**config.mk**
```make
export PLATFORM = sky130hd
export DESIGN_NAME = mnrp_alu
export DESIGN_NICKNAME = d
export VERILOG_FILES = /design/src/mnrp_pkg.sv /design/src/mnrp_alu.sv
export SDC_FILE = /design/constraint.sdc
export NUM_CORES = 1
export LEC_CHECK = 0
export ABC_AREA = 0
export ABC_CLOCK_PERIOD_IN_PS = 3500
export BUFFER_PORTS_ARGS = -buffer_cell sky130_fd_sc_hd__buf_4
export CORE_UTILIZATION = 56
export DETAILED_ROUTE_END_ITERATION = 10
export PLACE_DENSITY = 0.85
export SLEW_MARGIN = 10
export SYNTH_ARGS = -nofsm -noshare
export SYNTH_HDL_FRONTEND = slang
export SYNTH_SLANG_ARGS = --single-unit
export TNS_END_PERCENT = 100
```
**constraint.sdc**
```tcl
create_clock -name vclk -period 3.5
set_clock_uncertainty 0.15 [all_clocks]
set_input_delay 0.35 -clock vclk [all_inputs]
set_output_delay 0.35 -clock vclk [all_outputs]
set_load 0.01 [all_outputs]
```
**src/mnrp_pkg.sv**
```systemverilog
// ----------------------------------------------------------------------------
// mnrp_pkg
// Types, codes and the pitch table of the MIDI note recorder/player.
// ----------------------------------------------------------------------------
`default_nettype none

package mnrp_pkg;

  localparam int NOTE_SLOTS = 128;
  localparam int NOTE_W     = 7;
  localparam int START_W    = 16;
  localparam int DUR_W      = 8;
  localparam int FREQ_W     = 12;
  localparam int FREQ_LEN   = 49;

  localparam logic       CMD_MIDI      = 1'b0;
  localparam logic       CMD_TICK      = 1'b1;
  localparam logic [3:0] MIDI_NOTE_ON  = 4'h9;
  localparam logic [3:0] MIDI_NOTE_OFF = 4'h8;
  localparam logic [6:0] REPLAY_KEY    = 7'd48;
  localparam logic [6:0] ZERO_NOTE     = 7'd50;
  localparam logic [8:0] OCTAVE        = 9'd12;
  localparam logic [8:0] FREQ_BASE     = 9'd48;
  localparam logic [8:0] FREQ_TOP      = 9'd96;

  localparam logic [FREQ_W-1:0] FREQ_TABLE [FREQ_LEN] = '{
    12'd131,  12'd139,  12'd147,  12'd156,  12'd165,  12'd175,  12'd185,
    12'd196,  12'd208,  12'd220,  12'd233,  12'd247,  12'd262,  12'd277,
    12'd294,  12'd311,  12'd330,  12'd349,  12'd370,  12'd392,  12'd415,
    12'd440,  12'd466,  12'd494,  12'd523,  12'd554,  12'd587,  12'd622,
    12'd659,  12'd698,  12'd740,  12'd784,  12'd831,  12'd880,  12'd932,
    12'd988,  12'd1047, 12'd1109, 12'd1175, 12'd1245, 12'd1319, 12'd1397,
    12'd1480, 12'd1568, 12'd1661, 12'd1760, 12'd1865, 12'd1976, 12'd2093
  };

  typedef struct packed {
    logic       cmd;
    logic [7:0] status_byte;
    logic [6:0] note_number;
    logic [6:0] velocity;
  } in_t;

  typedef struct packed {
    logic [11:0] tone_freq;
    logic        playing;
    logic        recorded;
    logic [8:0]  note_count;
  } out_t;

  typedef struct packed {
    logic [DUR_W-1:0]   dur;
    logic [START_W-1:0] start;
    logic [NOTE_W-1:0]  note;
  } mel_entry_t;

  typedef enum logic {
    ALU_ADD,
    ALU_SUB
  } alu_op_t;

  typedef struct packed {
    alu_op_t     op;
    logic [31:0] a;
    logic [31:0] b;
  } alu_req_t;

  typedef struct packed {
    logic [31:0] res;
    logic        lt;
  } alu_rsp_t;

  typedef enum logic [2:0] {
    S_IDLE,
    S_TICK,
    S_MIDI,
    S_PB_CHK,
    S_PB_START,
    S_PB_SUM,
    S_PB_END,
    S_DONE
  } state_t;

  function automatic logic [FREQ_W-1:0] freq_of(input logic [8:0] idx);
    logic [8:0] off;
    off = idx - FREQ_BASE;
    if (idx >= FREQ_BASE && idx <= FREQ_TOP) begin
      return FREQ_TABLE[off[5:0]];
    end
    return '0;
  endfunction

endpackage

`default_nettype wire

```
**src/mnrp_alu.sv**
```systemverilog
// ----------------------------------------------------------------------------
// mnrp_alu
// Shared 32-bit add/subtract unit with unsigned less-than flag.
// ----------------------------------------------------------------------------
`default_nettype none

module mnrp_alu (
  input  wire mnrp_pkg::alu_req_t req,
  output mnrp_pkg::alu_rsp_t      rsp
);

  logic [32:0] diff;
  logic [32:0] sum;

  assign diff = {1'b0, req.a} - {1'b0, req.b};
  assign sum  = {1'b0, req.a} + {1'b0, req.b};

  always_comb begin
    unique case (req.op)
      mnrp_pkg::ALU_ADD: begin
        rsp.res = sum[31:0];
        rsp.lt  = 1'b0;
      end
      mnrp_pkg::ALU_SUB: begin
        rsp.res = diff[31:0];
        rsp.lt  = diff[32];
      end
      default: begin
        rsp.res = '0;
        rsp.lt  = 1'b0;
      end
    endcase
  end

endmodule

`default_nettype wire

```
# ---- After elaboration in Yosys (flattened, before gate mapping)
# Cells that the tools add are included.
dict set report word_totals {
  register_bits 0
  input_bits 65
  wordCells 4
}
dict set report classes {
  addsub 2
  mux 1
  n_bitwise 1
}
# operator n
set ops {}
lappend ops {{33-bit one-hot mux with 2 select lines} 1}
lappend ops {{32-bit by 32-bit subtractor with 33-bit output} 1}
lappend ops {{32-bit adder} 1}
lappend ops {{1-bit inverter} 1}

# ---- Logic depth before layout (Yosys ltp)
# Gate-level depths: netlist of the first run.
dict set report depth {
  depth_word 2
  ltp_mapped 12
  ltp_nobuf 12
}

# ---- Worst setup path after synthesis of the first run
# OpenSTA, ideal clock, no wires.
dict set report synth_timing {
  path_kind {input to output}
  start {in req[2] (netlist bit)}
  end {out rsp[0] (netlist bit)}
  arrival_time_ns 2.673
  path_slack_ns 0.327
  cell_stages 11
  cell_sequence {inv_1 ha_1 nor2b_1 o21a_1 o211ai_2 nand3_2 a211oi_2 o41ai_1 a311o_1 a311o_1 a211oi_2}
}
# element line_no
set synth_lines {}
lappend synth_lines {{start: declaration} mnrp_alu.sv:8} ;# input wire mnrp_pkg::alu_req_t req,
lappend synth_lines {{end: declaration} mnrp_alu.sv:9} ;# output mnrp_pkg::alu_rsp_t rsp

==> results of run 1 <==
-- synthesized netlist by cell type, drive strengths merged, types with 4 or more instances --
library cell,number
xor2,8
a21o,11
nand3,11
mux2i,5
inv,61
a211oi,8
nand4,6
a311o,4
nor4,5
o21ai,32
a221oi,4
o31ai,4
o21a,4
buf,10
nor2,50
a31oi,9
nand2,26
nand2b,5
nor2b,7
clkbuf,20
o211ai,8
nor3,19
o21bai,13
o41ai,4
xnor2,21
a21boi,4
a21oi,68
ha,63
-- metal layers --
| metal | global-route usage, % | part of all wire (%) | up-vias |
|---|---|---|---|
| li1 | - | - | 2176 |
| met1 | 42.3 | 38 | 2168 |
| met2 | 67.8 | 50 | 302 |
| met3 | 2.81 | 6.9 | 73 |
| met4 | 14.8 | 4.5 | 0 |
| met5 | 0 | 0 | - |
-- cell type report --
cell class | count | area, um^2 | share of cell area, %
Timing Repair Buffer | 166 | 1250 | 25.2
Inverter | 62 | 233 | 4.71
Multi-Input combinational cell | 439 | 3370 | 68.2
Tap cell | 75 | 93.8 | 1.90
-- what timing repair did --
action | in CTS | in global routing
hold buffers | 0 | 0
pin swaps | 9 | 21
setup endpoints to repair | 10 | 15
gates resized for setup | 10 | 43
buffers inserted | 2 | 4
-- per-stage QoR --
step	util, %	setup slack, ns
detailed placement	78.1	-0.178
floorplan	-	0.327
CTS	79.2	-0.00626
global placement	78.1	-0.146
global route	83.0	-0.0411
finish	83.0	0.0256
-- worst min-delay path: stages --
cell and delay (ns):
buf_4 0.08, ha_1 0.14, a211oi_2 0.04, buf_4 0.13
-- path summary, 6_finish.rpt --
kind | end | cells after the start | slack [ns] | startpoint
setup / recovery | rsp[31] | 15 | 0.03 | req[5]
hold / removal | rsp[0] | 4 | 0.95 | req[63]
-- kinds of logic (layout without fill, tap and decap cells) --
| logic type | count (synthesis) | after routing | share of synthesized area (%) |
|---|---|---|---|
| mux | 5 | 5 | 1.43 |
| simple gates | 148 | 148 | 20.8 |
| buf+inv | 92 | 228 | 10.5 |
| fa+ha+maj | 65 | 65 | 23.7 |
| xor+xnor | 29 | 29 | 7.28 |
| compound gates | 192 | 192 | 36.3 |
-- report_power, final --
part	switching [mW]	internal, mW	total, mW
registers	0	0	0
logic	0.561	0.493	1.05
clock network	0	0	0
total	0.561	0.493	1.05
-- layout by cell type, fill, tap and decap left out, types with 5 or more instances in the layout --
cell type  synthesis  layout
o211ai_1           7       7
nor3_1            19      17
ha_4               0       5
nand4_1            6       6
nor2b_1            7       6
a211oi_1           5       5
a21oi_1           66      64
mux2i_1            5       5
inv_1             60      57
ha_1              63      54
nand3_1           10      10
xor2_1             8       8
o21bai_1          13      13
xnor2_1           21      21
o21ai_1            2       6
a31oi_1            9       9
nand2_1           26      26
a21o_1            11      11
o21ai_0           28      23
nand2b_1           5       5
nor2_1            50      50
buf_4              1     166
==> metrics.md, run 1 <==
| Metric | Value |
|---|---|
| Final WL | `about 13000 um` |
| Core Area | `5960 um^2` |
| Die Span X | `about 80 um` |
| Synth top area share | `a little under a quarter` |
| Total power | `between 1 and 1.5 mW` |
| Via count | `around 4700` |
| Synth area leader | `ha_1` |
| Antenna Cells | `0` |
| GPL Wtd Cong | `just under 1` |
| PortBufs | `slightly below 100` |
| Slew Viols, Final | `0` |
| Worst Path Required | `~3.0 ns` |
| Top delay family on crit path | `compound AO/OA/AOI/OAI gates` |
| Fin area | `approximately 4900 um^2` |
| Clock buffer cells | `0` |
| Syn. warnings | `0` |
| Inst Count DP | `about 740` |
| Vias per inst | `about 6.4` |
| Largest stage delay on the critical path | `~0.33 ns` |
| Cell mode on critical path | `buf_4` |
| Final nets | `between 700 and 800` |
| CP Capture Type | `primary output` |
| Startpoint Class | `input port` |
| WS Path Type | `in2out` |
| Largest cells by area after synthesis | `ha_1 23%, a21oi_1 9.5%, inv_1 6.5%, nor2_1 5.4%, xnor2_1 5.3%` |
| Wire length per cell | `~18 um` |
| Initial antenna violation count | `0` |
| Final-layout fill cell count | `402` |
| Leakage | `roughly 2.4 nW` |
| Synthesized cell area | `3490 um^2` |
| DP Area | `between 4000 and 5000 um^2` |
| Total GRT Usage | `about 36%` |
| Fin crit share | `approximately 100%` |
| RSZ-0062 raised after global routing | `yes` |
| Syn nets | `between 600 and 700` |
| Vias in the first global route | `roughly 4300` |
| Setup TNS | `0 ns` |
| Non-Filler Instances | `~740` |
| Post-synth cell types | `67` |
| Iter 0 DRT Violations | `between 400 and 500` |
| Max-cap violations | `0` |
| Pin count of the biggest net entering global routing | `50` |
| Seq cells | `0` |
| Initial Util | `between 50% and 60%` |
| FP Rows | `28` |
| Antenna viol nets, final | `0` |
| Mean Syn Cell Area | `around 6.6 um^2` |
| Final period demand of the worst path | `3.47 ns` |
| DP HPWL | `about 9800 um` |
| Rel. slew slack | `approximately 62%` |
| Measured slew at the worst slew-check pin | `approximately 0.56 ns` |
| Proportion of layout cells with a drive suffix above 1 | `32.2%` |
| Status | `finished, final reports clean` |
| Worst path cell trace | `buf_4, inv_1, ha_1, buf_4, nor3_1, o21ai_1, and4b_2, a211oi_4, buf_4, nand3_1, o311a_1, a31oi_1, o211ai_1, xor2_1, buf_4` |
| Min-Delay Path Class | `in2out` |
| Die boundary height | `around 80 um` |
| Hold Vio Cnt, Final | `0` |
| Pwr Density | `approximately 210 nW/um^2` |
| Synth-to-layout area growth | `41.7%` |
| Synthesized instance count | `about 530` |
| Slowest-stage cell, CP | `ha_1` |
| WP buf/inv | `5` |
| Maximum clock frequency | `~290 MHz` |
| Global route overflow | `0` |
| WP data arrival | `2.97 ns` |
| Critical path peak fanout | `3` |
| FF+latch area | `0 um^2` |
| DRC | `0` |
| I/O pins | `approximately 100` |
| Setup Viol. Count Final | `0` |
| Hold Slack | `0.948 ns` |
| Sequential area share after synthesis | `0%` |
| First-pass GRT wire length | `slightly below 20000 um` |
| Drt first pass iters | `5` |
| Die area | `~6600 um^2` |
| Maximum VDD drop | `0.000135 V` |
No activity file was read; power rests on OpenSTA's default activity.
==> run 2, diff against run 1 <==
Settings changed: CORE_UTILIZATION 56 to 31, PLACE_DENSITY 0.85 to not set.
==> metrics.md, run 2 (synthesis results as in run 1) <==
| Metric | Value |
|---|---|
| Status | `finished, final reports clean` |
| PortBufs | `98 (unchanged)` |
| I/O pins | `98 (unchanged)` |
| Worst Path Required | `3.00 ns (about the same)` |
| WS Path Type | `in2out` |
| Wire length per cell | `15.2 um (-14%)` |
| Via count | `4435 (-6.0%)` |
| Drt first pass iters | `4 (-1)` |
| Final period demand of the worst path | `3.48 ns (+0.00947 ns)` |
| Maximum VDD drop | `0.000112 V (-17%)` |
| Synth-to-layout area growth | `44.6%` |
| Final nets | `809 (+1.3%)` |
| Leakage | `2.45 nW (+2.3%)` |
| Vias per inst | `5.43 (-15%)` |
| Setup Viol. Count Final | `0 (unchanged)` |
| Slew Viols, Final | `0 (unchanged)` |
| Measured slew at the worst slew-check pin | `0.481 ns (-0.0827 ns)` |
| Global route overflow | `0 (unchanged)` |
| Worst Slack Setup Final | `0.0161 ns (-0.00947 ns)` |
| Proportion of layout cells with a drive suffix above 1 | `31.2% (-1.1 points)` |
| Core Area | `10900 um^2 (+83%)` |
| Final WL | `12400 um (-5.5%)` |
| Commonest non-fill, non-tap cell in the layout | `buf_4` |
| Most frequent cells in the layout | `173 x buf_4, 63 x a21oi_1, 58 x inv_1, 56 x ha_1, 50 x nor2_1` |
| Die Span X | `108 um (+34%)` |
| Total GRT Usage | `20.0% (-16 points)` |
| Hold Vio Cnt, Final | `0 (unchanged)` |
| Slowest-stage cell, CP | `a311o_1` |
| Non-Filler Instances | `817 (+10%)` |
| Hold buffer count at cts | `0 (unchanged)` |
| Largest stage delay on the critical path | `0.41 ns (+0.08 ns)` |
| RSZ-0062 raised after global routing | `yes` |
| Pwr Density | `205 nW/um^2 (-3.8%)` |
| GPL Wtd Cong | `0.895 (-7.6%)` |
| Rel. slew slack | `67.7% (+5.3 points)` |
| Die boundary height | `108 um (+34%)` |
| FP Rows | `38 (+36%)` |
| Fin crit share | `99.5% (+0.27 points)` |
| Critical path peak fanout | `3 (unchanged)` |
| Clock buffer cells | `0 (unchanged)` |
| Startpoint Class | `input port` |
| Seq cells | `0 (unchanged)` |
| Setup WS pre-CTS | `-0.196 ns (-0.0176 ns)` |
| DRC | `0 (unchanged)` |
| Initial Util | `32.1% (-27 points)` |
| Inst Count DP | `813 (+10%)` |
| Initial antenna violation count | `0 (unchanged)` |
| Pin count of the biggest net entering global routing | `34 (-32%)` |
| DP HPWL | `10300 um (+4.9%)` |
| Worst path cell trace | `buf_6, buf_6, ha_4, fa_2, nor2b_1, o21a_1, o211ai_2, nand3_2, a211oi_4, o41ai_4, a311o_1, a311o_1, a211oi_2, buf_4` |
| Maximum clock frequency | `287 MHz (-0.27%)` |
| Antenna Cells | `0 (unchanged)` |
| WP data arrival | `2.98 ns (about the same)` |
| CP Capture Type | `primary output` |
| Iter 0 DRT Violations | `267 (-34%)` |
| Max-cap violations | `0 (unchanged)` |
| Vias in the first global route | `4287 (-1.4%)` |
| Min-Delay Path Class | `in2out` |
| First-pass GRT wire length | `19600 um (+1.1%)` |
| FF+latch area | `0 um^2 (unchanged)` |
| Die area | `11700 um^2 (+78%)` |
| Antenna viol nets, final | `0 (unchanged)` |
## run 2: what timing repair did
action                                  in CTS  in global routing
gates resized for setup                      7                 29
endpoints found under the setup margin       9                 15
pin swaps                                    2                 19
setup buffers                                1                  3
## run 2: stage by stage
step                      instance area (um^2)  hold WS [ns]  utilization (%)  power, mW  setup TNS, ns
after floorplan                           3490         0.708                -      0.537              0
after global placement                    4820         0.952             44.3      0.968         -0.473
after detailed placement                  4820         0.953             44.3      0.975         -0.652
after CTS                                 4870         0.962             44.8      0.993        -0.0615
after global routing                      5050         0.977             46.3       1.12        -0.0973
final                                     5050         0.956             46.3       1.04              0
## run 2: layout make-up
| cell class | instances | area [um^2] |
|---|---|---|
| fill | 1109 | 5840 |
| tap | 140 | 175 |
| timing repair buffer | 176 | 1340 |
| multi-input combinational | 439 | 3300 |
| inverter | 62 | 235 |
## run 2: layer usage
layer	global-route usage, %	wire (um)
met1	26.7	5470
met2	35.9	6080
met3	0.422	666
met4	4.11	168
met5	0	0
## run 2: power by group
part | total, mW | switching, mW | internal, mW
sequential | 0 | 0 | 0
clock | 0 | 0 | 0
combinational | 1.04 | 0.536 | 0.500
total | 1.04 | 0.536 | 0.500
## run 2: worst max-delay path: cells and delay by family
kind            cells  cell delay [ns]
simple gates        2             0.20
buf+inv             3             0.30
fa+ha+maj           2             0.33
compound gates      7             1.81
## run 2: final timing paths
check / start / depth (start not counted) / endpoint
worst min-delay path: req[63] / 4 / rsp[0]
worst max-delay path: req[0] / 14 / rsp[0]
